--- config.mk ---
export PLATFORM = sky130hd
export DESIGN_NAME = ordered_key_list_engine_flat
export DESIGN_NICKNAME = d
export VERILOG_FILES = /design/src/hdl/okl_pkg.sv /design/src/hdl/okl_cmd_if.sv /design/src/hdl/okl_rsp_if.sv /design/src/hdl/okl_datapath.sv /design/src/hdl/okl_controller.sv /design/src/hdl/ordered_key_list_engine.sv /design/src/flat_wrapper.sv
export VERILOG_INCLUDE_DIRS = /design/src /design/src/hdl
export SDC_FILE = /design/constraint.sdc
export NUM_CORES = 2
export LEC_CHECK = 0
export ABC_CLOCK_PERIOD_IN_PS = 11000
export BUFFER_PORTS_ARGS = -buffer_cell sky130_fd_sc_hd__buf_2
export CORE_MARGIN = 10
export CORE_UTILIZATION = 30
export CTS_BUF_LIST = sky130_fd_sc_hd__clkbuf_2
export CTS_CLUSTER_SIZE = 8
export DETAILED_ROUTE_END_ITERATION = 10
export GPL_ROUTABILITY_DRIVEN = 0
export PLACE_DENSITY = 0.51
export SKIP_LAST_GASP = 1
export SLEW_MARGIN = 20
export SYNTH_ARGS = -nofsm -noshare
export SYNTH_HDL_FRONTEND = slang
export SYNTH_HIERARCHICAL = 1
export SYNTH_SLANG_ARGS = --single-unit
--- constraint.sdc ---
create_clock -name clk -period 11 [get_ports clk]
set_input_delay 0.55 -clock clk [delete_from_list [all_inputs] [get_ports clk]]
set_output_delay 0.55 -clock clk [all_outputs]
set_load 0.02 [all_outputs]
--- src/hdl/ordered_key_list_engine_defines.svh ---
// Shared assertion macros for the ordered key list engine.
// Each macro expects signals named clk and rst in the scope where it is used.
`ifndef ORDERED_KEY_LIST_ENGINE_DEFINES_SVH
`define ORDERED_KEY_LIST_ENGINE_DEFINES_SVH

// Same-cycle implication, checked outside reset.
`define OKL_ASSERT_IMPL(label, ante, cons, msg) \
  label: assert property (@(posedge clk) disable iff (rst) (ante) |-> (cons)) \
    else $error(msg);

// Next-cycle implication, checked outside reset.
`define OKL_ASSERT_NEXT(label, ante, cons, msg) \
  label: assert property (@(posedge clk) disable iff (rst) (ante) |=> (cons)) \
    else $error(msg);

`endif

--- src/hdl/okl_pkg.sv ---
`timescale 1ns / 1ps
`default_nettype none

package okl_pkg;

  // List size and field widths.
  localparam int CAPACITY = 16;
  localparam int IDX_W    = (CAPACITY > 1) ? $clog2(CAPACITY) : 1;
  localparam int CNT_W    = $clog2(CAPACITY + 1);
  localparam int KEY_W    = 32;
  localparam int ACT_W    = 3;
  localparam int STAT_W   = 2;
  localparam int COUNT_W  = 5;

  // Command codes carried in the action field.
  localparam logic [ACT_W-1:0] ACT_INS_FRONT  = ACT_W'(0);
  localparam logic [ACT_W-1:0] ACT_INS_BACK   = ACT_W'(1);
  localparam logic [ACT_W-1:0] ACT_INS_SORTED = ACT_W'(2);
  localparam logic [ACT_W-1:0] ACT_DEL_FRONT  = ACT_W'(3);
  localparam logic [ACT_W-1:0] ACT_DEL_BACK   = ACT_W'(4);
  localparam logic [ACT_W-1:0] ACT_DEL_KEY    = ACT_W'(5);

  // Result status codes.
  typedef enum logic [STAT_W-1:0] {
    ST_OK,
    ST_EMPTY,
    ST_NOTFOUND,
    ST_FULL
  } status_t;

  // Walk pointer updates requested by the controller.
  typedef enum logic [2:0] {
    PTR_HOLD,
    PTR_ZERO,
    PTR_ONE,
    PTR_INC,
    PTR_COUNT,
    PTR_LAST
  } ptr_op_t;

  // Controller to datapath commands.
  typedef struct packed {
    logic    load;
    ptr_op_t ptr_op;
    logic    do_insert;
    logic    do_remove;
    logic    set_status;
    status_t status;
    logic    publish;
  } okl_cmd_t;

  // Datapath to controller status.
  typedef struct packed {
    logic [ACT_W-1:0] action;
    logic             count_zero;
    logic             count_full;
    logic             ptr_at_end;
    logic             cur_lt_key;
    logic             key_lt_cur;
    logic             cur_eq_key;
    logic             out_free;
  } okl_stat_t;

endpackage

`default_nettype wire

--- src/hdl/okl_cmd_if.sv ---
`timescale 1ns / 1ps
`default_nettype none

// Command channel: one beat carries an action and a key.
interface okl_cmd_if import okl_pkg::*;
  ();
  logic                    valid;
  logic                    ready;
  logic [ACT_W-1:0]        action;
  logic signed [KEY_W-1:0] key;

  modport source (output valid, output action, output key, input ready);
  modport sink   (input valid, input action, input key, output ready);
endinterface

`default_nettype wire

--- src/hdl/okl_rsp_if.sv ---
`timescale 1ns / 1ps
`default_nettype none

// Response channel: one beat per command.
interface okl_rsp_if import okl_pkg::*;
  ();
  logic                    valid;
  logic                    ready;
  logic [STAT_W-1:0]       status;
  logic [COUNT_W-1:0]      entry_count;
  logic signed [KEY_W-1:0] removed_key;

  modport source (output valid, output status, output entry_count, output removed_key,
                  input ready);
  modport sink   (input valid, input status, input entry_count, input removed_key,
                  output ready);
endinterface

`default_nettype wire

--- src/hdl/okl_datapath.sv ---
`timescale 1ns / 1ps
`default_nettype none
`include "ordered_key_list_engine_defines.svh"

module okl_datapath import okl_pkg::*; (
  input  wire logic                    clk,
  input  wire logic                    rst,
  input  wire okl_cmd_t                cmd,
  output okl_stat_t                    stat,
  input  wire logic [ACT_W-1:0]        in_action,
  input  wire logic signed [KEY_W-1:0] in_key,
  input  wire logic                    out_ready,
  output logic                         out_valid,
  output status_t                      out_status,
  output logic [COUNT_W-1:0]           out_count,
  output logic signed [KEY_W-1:0]      out_removed
);

  logic signed [KEY_W-1:0] entries [CAPACITY];
  logic [ACT_W-1:0]        action_r;
  logic signed [KEY_W-1:0] key_r;
  logic [CNT_W-1:0]        count;
  logic [CNT_W-1:0]        ptr;
  status_t                 res_status;
  logic signed [KEY_W-1:0] res_removed;
  logic signed [KEY_W-1:0] cur;

  // Single read port of the list, addressed by the walk pointer.
  assign cur = entries[ptr[IDX_W-1:0]];

  // Status toward the controller.
  always_comb begin
    stat.action     = action_r;
    stat.count_zero = (count == '0);
    stat.count_full = (count == CNT_W'(CAPACITY));
    stat.ptr_at_end = (ptr == count);
    stat.cur_lt_key = (cur < key_r);
    stat.key_lt_cur = (key_r < cur);
    stat.cur_eq_key = (cur == key_r);
    stat.out_free   = !out_valid || out_ready;
  end

  // Insert puts the key at ptr and shifts later slots up; removal shifts down.
  for (genvar i = 0; i < CAPACITY; i++) begin : g_slot
    localparam logic [CNT_W-1:0] SLOT = CNT_W'(i);
    logic signed [KEY_W-1:0] below;
    logic signed [KEY_W-1:0] above;

    if (i > 0) begin : g_below
      assign below = entries[i-1];
    end else begin : g_head
      assign below = key_r;
    end

    if (i < CAPACITY - 1) begin : g_above
      assign above = entries[i+1];
    end else begin : g_tail
      assign above = entries[i];
    end

    always_ff @(posedge clk) begin
      if (cmd.do_insert && SLOT == ptr) begin
        entries[i] <= key_r;
      end else if (cmd.do_insert && SLOT > ptr) begin
        entries[i] <= below;
      end else if (cmd.do_remove && SLOT >= ptr) begin
        entries[i] <= above;
      end
    end
  end

  // Command capture, walk pointer, count and result registers.
  always_ff @(posedge clk) begin
    if (rst) begin
      count     <= '0;
      ptr       <= '0;
      out_valid <= 1'b0;
    end else begin
      if (cmd.load) begin
        action_r    <= in_action;
        key_r       <= in_key;
        res_status  <= ST_OK;
        res_removed <= '0;
      end

      case (cmd.ptr_op)
        PTR_ZERO:  ptr <= '0;
        PTR_ONE:   ptr <= CNT_W'(1);
        PTR_INC:   ptr <= ptr + CNT_W'(1);
        PTR_COUNT: ptr <= count;
        PTR_LAST:  ptr <= count - CNT_W'(1);
        default:   ptr <= ptr;
      endcase

      if (cmd.do_insert) begin
        count <= count + CNT_W'(1);
      end else if (cmd.do_remove) begin
        count       <= count - CNT_W'(1);
        res_removed <= cur;
      end

      if (cmd.set_status) begin
        res_status <= cmd.status;
      end

      // Output register holds the result beat until the sink takes it.
      if (cmd.publish) begin
        out_valid   <= 1'b1;
        out_status  <= res_status;
        out_count   <= COUNT_W'(count);
        out_removed <= res_removed;
      end else if (out_ready) begin
        out_valid <= 1'b0;
      end
    end
  end

  `OKL_ASSERT_NEXT(a_insert_count, cmd.do_insert, count == $past(count) + CNT_W'(1), "insert did not grow the count")
  `OKL_ASSERT_NEXT(a_remove_count, cmd.do_remove, count == $past(count) - CNT_W'(1), "removal did not shrink the count")
  `OKL_ASSERT_IMPL(a_insert_room, cmd.do_insert, !stat.count_full && ptr <= count, "insert into a full list or past the end")
  `OKL_ASSERT_IMPL(a_remove_held, cmd.do_remove, count != '0 && ptr < count, "removal of an entry that is not held")
  `OKL_ASSERT_IMPL(a_publish_free, cmd.publish, !out_valid || out_ready, "result overwrote a waiting beat")

endmodule

`default_nettype wire

--- src/hdl/okl_controller.sv ---
`timescale 1ns / 1ps
`default_nettype none

module okl_controller import okl_pkg::*; (
  input  wire logic      clk,
  input  wire logic      rst,
  input  wire logic      in_valid,
  output logic           in_ready,
  input  wire okl_stat_t stat,
  output okl_cmd_t       cmd
);

  typedef enum logic [2:0] {
    S_IDLE,
    S_DECIDE,
    S_SEARCH,
    S_INSERT,
    S_REMOVE,
    S_DONE
  } state_t;

  state_t state;
  state_t state_next;

  always_ff @(posedge clk) begin
    if (rst) begin
      state <= S_IDLE;
    end else begin
      state <= state_next;
    end
  end

  // Sequencing of one command: decode, optional walk, optional list update, result.
  always_comb begin
    state_next = state;
    in_ready   = 1'b0;
    cmd        = '0;
    cmd.ptr_op = PTR_HOLD;
    cmd.status = ST_OK;

    case (state)
      S_IDLE: begin
        in_ready = 1'b1;
        if (in_valid) begin
          cmd.load   = 1'b1;
          cmd.ptr_op = PTR_ZERO;
          state_next = S_DECIDE;
        end
      end

      // The pointer is at the head here, so the head compare is available.
      S_DECIDE: begin
        case (stat.action)
          ACT_INS_FRONT, ACT_INS_BACK, ACT_INS_SORTED: begin
            if (stat.count_full) begin
              cmd.set_status = 1'b1;
              cmd.status     = ST_FULL;
              state_next     = S_DONE;
            end else if (stat.action == ACT_INS_FRONT) begin
              state_next = S_INSERT;
            end else if (stat.action == ACT_INS_BACK) begin
              cmd.ptr_op = PTR_COUNT;
              state_next = S_INSERT;
            end else if (stat.count_zero || stat.key_lt_cur) begin
              state_next = S_INSERT;
            end else begin
              cmd.ptr_op = PTR_ONE;
              state_next = S_SEARCH;
            end
          end
          ACT_DEL_FRONT, ACT_DEL_BACK, ACT_DEL_KEY: begin
            if (stat.count_zero) begin
              cmd.set_status = 1'b1;
              cmd.status     = ST_EMPTY;
              state_next     = S_DONE;
            end else if (stat.action == ACT_DEL_FRONT) begin
              state_next = S_REMOVE;
            end else if (stat.action == ACT_DEL_BACK) begin
              cmd.ptr_op = PTR_LAST;
              state_next = S_REMOVE;
            end else begin
              state_next = S_SEARCH;
            end
          end
          default: begin
            state_next = S_DONE;
          end
        endcase
      end

      // One entry is examined per cycle.
      S_SEARCH: begin
        if (stat.action == ACT_INS_SORTED) begin
          if (stat.ptr_at_end || !stat.cur_lt_key) begin
            state_next = S_INSERT;
          end else begin
            cmd.ptr_op = PTR_INC;
          end
        end else if (stat.ptr_at_end) begin
          cmd.set_status = 1'b1;
          cmd.status     = ST_NOTFOUND;
          state_next     = S_DONE;
        end else if (stat.cur_eq_key) begin
          state_next = S_REMOVE;
        end else begin
          cmd.ptr_op = PTR_INC;
        end
      end

      S_INSERT: begin
        cmd.do_insert = 1'b1;
        state_next    = S_DONE;
      end

      S_REMOVE: begin
        cmd.do_remove = 1'b1;
        state_next    = S_DONE;
      end

      S_DONE: begin
        if (stat.out_free) begin
          cmd.publish = 1'b1;
          state_next  = S_IDLE;
        end
      end

      default: begin
        state_next = S_IDLE;
      end
    endcase
  end

endmodule

`default_nettype wire

--- src/hdl/ordered_key_list_engine.sv ---
// Ordered list of up to CAPACITY (16) signed 32-bit keys. Each command beat inserts a key at
// the front, the back or its sorted place, or removes the front, the back or the first entry
// equal to the key, and yields exactly one response beat with status, new count and removed
// key. Commands are handled one at a time. Front and back operations pass from acceptance
// through the decide, update and done states to the response beat; a sorted insert or a
// delete by key walks the list one entry per cycle through the single read port of the entry
// store, up to the end of the held entries. The response sits in an output register,
// so the next command is accepted while a finished response still waits for its sink.
// There is no initialization pass after reset: the list is empty as soon as reset drops.
`timescale 1ns / 1ps
`default_nettype none

module ordered_key_list_engine import okl_pkg::*; (
  input  wire logic clk,
  input  wire logic rst,
  okl_cmd_if.sink   cmd,
  okl_rsp_if.source rsp
);

  okl_cmd_t  ctl_cmd;
  okl_stat_t ctl_stat;
  status_t   out_status;

  okl_controller u_ctl (
    .clk      (clk),
    .rst      (rst),
    .in_valid (cmd.valid),
    .in_ready (cmd.ready),
    .stat     (ctl_stat),
    .cmd      (ctl_cmd)
  );

  okl_datapath u_dp (
    .clk         (clk),
    .rst         (rst),
    .cmd         (ctl_cmd),
    .stat        (ctl_stat),
    .in_action   (cmd.action),
    .in_key      (cmd.key),
    .out_ready   (rsp.ready),
    .out_valid   (rsp.valid),
    .out_status  (out_status),
    .out_count   (rsp.entry_count),
    .out_removed (rsp.removed_key)
  );

  assign rsp.status = out_status;

endmodule

`default_nettype wire

--- src/flat_wrapper.sv ---
// flat-port wrapper written by rule: the top's interface ports become plain ports
module ordered_key_list_engine_flat import okl_pkg::*;
  (clk, rst, cmd_valid, cmd_action, cmd_key, cmd_ready, rsp_valid, rsp_status, rsp_entry_count, rsp_removed_key, rsp_ready);
  okl_cmd_if cmd_i ();
  okl_rsp_if rsp_i ();
  input  wire logic clk;
  input  wire logic rst;
  input wire logic [$bits(cmd_i.valid)-1:0] cmd_valid;
  input wire logic [$bits(cmd_i.action)-1:0] cmd_action;
  input wire logic [$bits(cmd_i.key)-1:0] cmd_key;
  output wire logic [$bits(cmd_i.ready)-1:0] cmd_ready;
  output wire logic [$bits(rsp_i.valid)-1:0] rsp_valid;
  output wire logic [$bits(rsp_i.status)-1:0] rsp_status;
  output wire logic [$bits(rsp_i.entry_count)-1:0] rsp_entry_count;
  output wire logic [$bits(rsp_i.removed_key)-1:0] rsp_removed_key;
  input wire logic [$bits(rsp_i.ready)-1:0] rsp_ready;
  assign cmd_i.valid = cmd_valid;
  assign cmd_i.action = cmd_action;
  assign cmd_i.key = cmd_key;
  assign cmd_ready = cmd_i.ready;
  assign rsp_valid = rsp_i.valid;
  assign rsp_status = rsp_i.status;
  assign rsp_entry_count = rsp_i.entry_count;
  assign rsp_removed_key = rsp_i.removed_key;
  assign rsp_i.ready = rsp_ready;
  ordered_key_list_engine u_core (.clk(clk), .rst(rst), .cmd(cmd_i), .rsp(rsp_i));
endmodule
**After elaboration in Yosys (flattened, before gate mapping)**

Memories as Yosys holds them, arrays and structs flattened. A register that Yosys moved wholly into a read port is not among the register bits.
Cells that the tools add are included.

- Bitwise operators: 33
- Mux-type cells: 229
- $lt $le $gt $ge: 34
- Add/sub/neg operators: 3
- Reduce and logical (&&, ||, !) cells: 68
- Eq/ne operators: 37

Operator list:

| kind | number |
|---|---|
| 2-to-1 mux 32 bit | 35 |
| 2-to-1 mux 1 bit | 155 |
| < comparator 32 bit | 2 |
| 2-to-1 mux 3 bit | 21 |
| logical AND 1 bit | 48 |
| == test 4 x 5 -> 1 bit, first input constant | 8 |
| greater-or-equal comparator 4 x 5 -> 1 bit, first input constant | 8 |
| > comparator 4 x 5 -> 1 bit, first input constant | 8 |
| == test 32 bit | 1 |
| OR 1 bit | 32 |
| one-hot mux 5 bit (5 select lines) | 1 |
| one-hot mux 3 bit (2 select lines) | 4 |
| == test 3 x 5 -> 1 bit, first input constant | 4 |
| greater-or-equal comparator 3 x 5 -> 1 bit, first input constant | 4 |
| > comparator 3 x 5 -> 1 bit, first input constant | 4 |
| == test 3 x 2 -> 1 bit, second input constant | 6 |
| == test 3 bit, second input constant | 6 |
| one-hot mux 3 bit (5 select lines) | 1 |
| 2-to-1 mux 2 bit | 6 |
| 2-to-1 mux 4 bit | 3 |
| adder 5 x 1 -> 5 bit, second input constant | 2 |
| == test 2 x 5 -> 1 bit, first input constant | 2 |
| greater-or-equal comparator 1 x 5 -> 1 bit, first input constant | 2 |
| greater-or-equal comparator 2 x 5 -> 1 bit, first input constant | 2 |
| 24 further kinds | 39 |

- Logic and storage cells: 416
- Bits in writable memories: 512
- Output and inout bits: 41
- Memories: 1
- Bits in registers: 122
- Bits of input ports: 39

Memories:

| memory | depth | bits a word | rd ports | clocked after Yosys merged registers in | write ports | RTL line | source |
|---|---|---|---|---|---|---|---|
| u_core.u_dp.entries | 16 | 32 | 17 | 1 | 16 | okl_datapath.sv:19 | `logic signed [KEY_W-1:0] entries [CAPACITY];` |

**Logic depth before layout (Yosys ltp)**

- Depth in word-level cells: 12
- Depth in mapped cells: 20
- Mapped depth without buffers: 18

**Modules after synthesis**

The synthesis kept the hierarchy.

By module, submodules not included:

| module | cells each | times used | area each (µm²) | seq. area each (µm²) |
|---|---|---|---|---|
| okl_datapath | 2795 | 1 | 35226.3 | 18918.1 |
| okl_controller | 70 | 1 | 473.0 | 60.1 |

**Worst setup path after synthesis**

Ideal clock, no wire load.

- Path kind: reg2reg
- Start: reg with a tool-made name
- End: reg with a tool-made name
- Stages on the path, launching flop included: 21
- Data required time: 10.929 ns
- Arrival time: 4.525 ns
- Library setup time: 0.071 ns
- Path slack: 6.404 ns
- Period minus slack after synthesis: 4.596 ns
- Buffers on the path: 3
- Path through: dfxtp_1 -> clkbuf_1 -> buf_1 -> mux4_2 -> mux4_2 -> inv_2 -> ha_1 -> a21oi_1 -> o21ai_0 -> a221o_1 -> o31ai_1 -> o211a_1 -> mux2i_1 -> or4b_1 -> o2111ai_2 -> nand2_1 -> clkbuf_1 -> or3_1 -> a21oi_1 -> a221oi_1 -> nor2_1

==> results.json <==
{
  "ys_warn_count": 6,
  "max-clock-path-buffers": 3,
  "async_flop_share_pct": 0,
  "worstSetupPathType": "register to register",
  "p_int_mw": 4.993,
  "cts_resized": 0,
  "clock_skew_ns": 0.1213,
  "synth_nets": 2942,
  "final_common_cell": "edfxtp_1",
  "core_mm2": 0.1181,
  "p_per_area_mw_per_mm2": 204.5,
  "syn2layout_area_growth_pct": 12.29,
  "yosys_most_used_dff": "edfxtp_1",
  "first_pass_iters": 6,
  "wl_mm": 129.3,
  "final_cell_mix": "620 x edfxtp_1, 453 x mux2i_1, 322 x nand2_1",
  "dieArea_mm2": 0.1332,
  "ant_nets": 0,
  "io_pins": 80,
  "antenna_found_initial": 5,
  "timing.final.crit_share_pct": 66.28,
  "clock_sinks": 638,
  "setup_viol": 0,
  "drt_iter0_drc": 2625,
  "clock_latency_ns": 1.48,
  "finalPower_mw": 8.199,
  "tightest_slew_ns": 1.223,
  "slew_violations": 0,
  "viasPerCell": 5.494,
  "cap_violations": 0,
  "status": "finished, final reports clean",
  "grt_usage_pct": 18.95,
  "p_leak_nw": 15.18,
  "synthTopCellsByArea": "edfxtp_1 52%, mux2i_1 13%, mux4_2 7.3%, nand2_1 3.4%, o21ai_0 3.4%",
  "rsz0062_at_grt": "no",
  "die_y_um": 365.0,
  "ir_drop_v": 0.0001213,
  "place_hpwl_mm": 71.31,
  "cts_tree": "done",
  "root_buffer": "clkbuf_2",
  "synth_edf_count": 620,
  "num_vias": 25800,
  "grt_pass1_vias": 25260,
  "fill_cells": 11780,
  "p_sw_share_pct": 39.10,
  "synthCells": 2865,
  "slew_headroom_pct": 18.32,
  "clkPwrFrac_pct": 22.0,
  "min_from": "cmd_valid",
  "switchingPower_mw": 3.206,
  "io_buffers": 79,
  "worst-path-max-fanout": 44,
  "die_x_um": 365.0,
  "htree_levels": 4,
  "critPathArrivalTime_ns": 8.57,
  "hold_class": "input port to register",
  "grt_max_degree": 66,
  "start_util_pct": 30.23,
  "ys_types": 69,
  "post-route-min-period_ns": 7.291,
  "synth-seq-area-share_pct": 53.16,
  "route.detailed.drc": 0,
  "synth_top_area_share_pct": 52.15,
  "cts_buffers": 178,
  "overflow": 0,
  "rows": 126,
  "drive_gt1_share_pct": 21.76,
  "wl_per_cell_um": 27.54,
  "end_kind": "register",
  "hold_violations": 0,
  "maxClockFrequency_ghz": 0.1372,
  "nets": 3106,
  "syn_area_mm2": 0.03570,
  "cp.required_ns": 12.28,
  "synth-seq-cells": 638,
  "critPathLaunchType": "register",
  "clk_pin_slew_ns": 0.10,
  "combPwrFrac_pct": 31.5,
  "syn_avg_cell_area_um2": 12.46,
  "grt_pass1_wl_mm": 183.7,
  "share_seq_of_total_power_pct": 46.5,
  "synth_area_leader_cell": "edfxtp_1",
  "tns_ns": 0
}
## metal layers
metal | global-route usage [%] | routed length, µm | vias up
met2 | 30.25 | 59470 | 1191
met5 | 0 | 17 | -
met1 | 25.91 | 55960 | 13060
li1 | - | - | 11290
met4 | 5.806 | 3321 | 4
met3 | 3.583 | 10520 | 250
## synth_stat cells (3+ instances only)
cell / instances
a211oi_1: 5
a21o_1: 5
a21oi_1: 191
a221oi_1: 3
a31oi_1: 5
and2_1: 5
and3_1: 3
buf_1: 11
buf_12: 3
buf_2: 55
buf_4: 13
buf_6: 12
clkbuf_1: 148
dfxtp_1: 18
edfxtp_1: 620
ha_1: 38
inv_1: 27
inv_2: 19
mux2_2: 63
mux2i_1: 453
mux4_1: 44
mux4_2: 116
nand2_1: 327
nand2b_1: 10
nand3_1: 7
nand3b_1: 31
nand4_1: 8
nor2_1: 199
nor2_2: 4
nor2b_1: 10
nor3_1: 11
nor3b_1: 5
nor4_1: 3
o21a_1: 5
o21ai_0: 241
o21ai_1: 94
o21bai_1: 3
or3_1: 3
xnor2_1: 6
xor2_1: 5
## what timing repair did
item	in CTS	in global routing
endpoints found under the hold margin	98	0
buffers inserted	0	0
hold buffers	77	0
## cells by family after synthesis
family	synth area share, %
compound gates	8.524
xor+xnor	0.2699
fa+ha+maj	1.332
buf+inv	3.831
flops	53.16
mux	25.25
simple gates	7.637
## worst paths after layout
path | end | slack, ns | cells after the start
worst max-delay path | u_core/u_dp/ptr[2]$_SDFFE_PP0N_ | 3.71 | 19
worst min-delay path | u_core/u_ctl/state[0]$_SDFFE_PP0P_ | 0.23 | 6
worst max register to register | u_core/u_dp/ptr[2]$_SDFFE_PP0N_ | 3.71 | 19
worst min register to register | u_core/u_dp/out_removed[28]$_DFFE_PP_ | 0.41 | 0
## flip-flops by register name, indices dropped and copies added (netlist names), named ones only
signal,count
u_core/u_dp/ptr,5
u_core/u_ctl/state,3
u_core/u_dp/g_slot.below,32
u_core/u_dp/out_status,2
u_core/u_dp/count,5
u_core/u_dp/res_status,2
u_core/u_dp/out_count,5
u_core/u_dp/action_r,3
u_core/u_dp/out_removed,32
u_core/u_dp/res_removed,32
u_core/u_dp/out_valid,1
u_core/u_dp/entries,512
## metrics by stage
step	hold slack (ns)	instance area, µm²	util [%]	setup WS, ns	cells
after floorplan	0.4003	35700	-	6.404	2865
final	0.2271	40090	33.95	3.709	4695
after global routing	0.1300	40090	33.95	3.405	4695
after detailed placement	0.4183	37720	31.94	3.849	4308
after CTS	0.06392	40070	33.93	3.806	4689
after global placement	0.4063	37720	31.94	3.958	4308
## power by group through the flow
stage	clock [mW]	sequential [mW]	combinational, mW
floorplan	0	3.64	1.68
global placement	0	3.87	2.49
detailed placement	0	3.85	2.53
CTS	1.87	3.80	2.56
global route	2.00	3.86	2.75
finish	1.80	3.81	2.58
## cell type report
type	instances	area, µm²	area share (%)
diodes	6	15.01	0.03745
clock buffers	257	1286	3.208
clock inverters	47	292.8	0.7303
inverters	46	172.7	0.4307
multi-input cells	1937	15700	39.17
flip-flops and latches	638	18990	47.38
well taps	1536	1922	4.794
repair buffers	228	1707	4.257
## worst max-delay path: stages (launching register included)
cell and delay [ns]:
dfxtp_4 0.99, buf_4 0.72, mux4_1 0.64, mux4_2 0.48, inv_1 0.11, ha_1 0.17, nand4_1 0.19, nor4_1 1.01
a21boi_0 0.29, o31ai_1 0.12, o211a_1 0.19, mux2i_1 0.22, or4b_1 0.53, o2111ai_2 0.17, nand2_1 0.32, nand2_1 0.19
xor2_1 0.15, o21ai_0 0.10, a222oi_1 0.38, nor2_1 0.09
No activity file was read; power rests on OpenSTA's default activity.
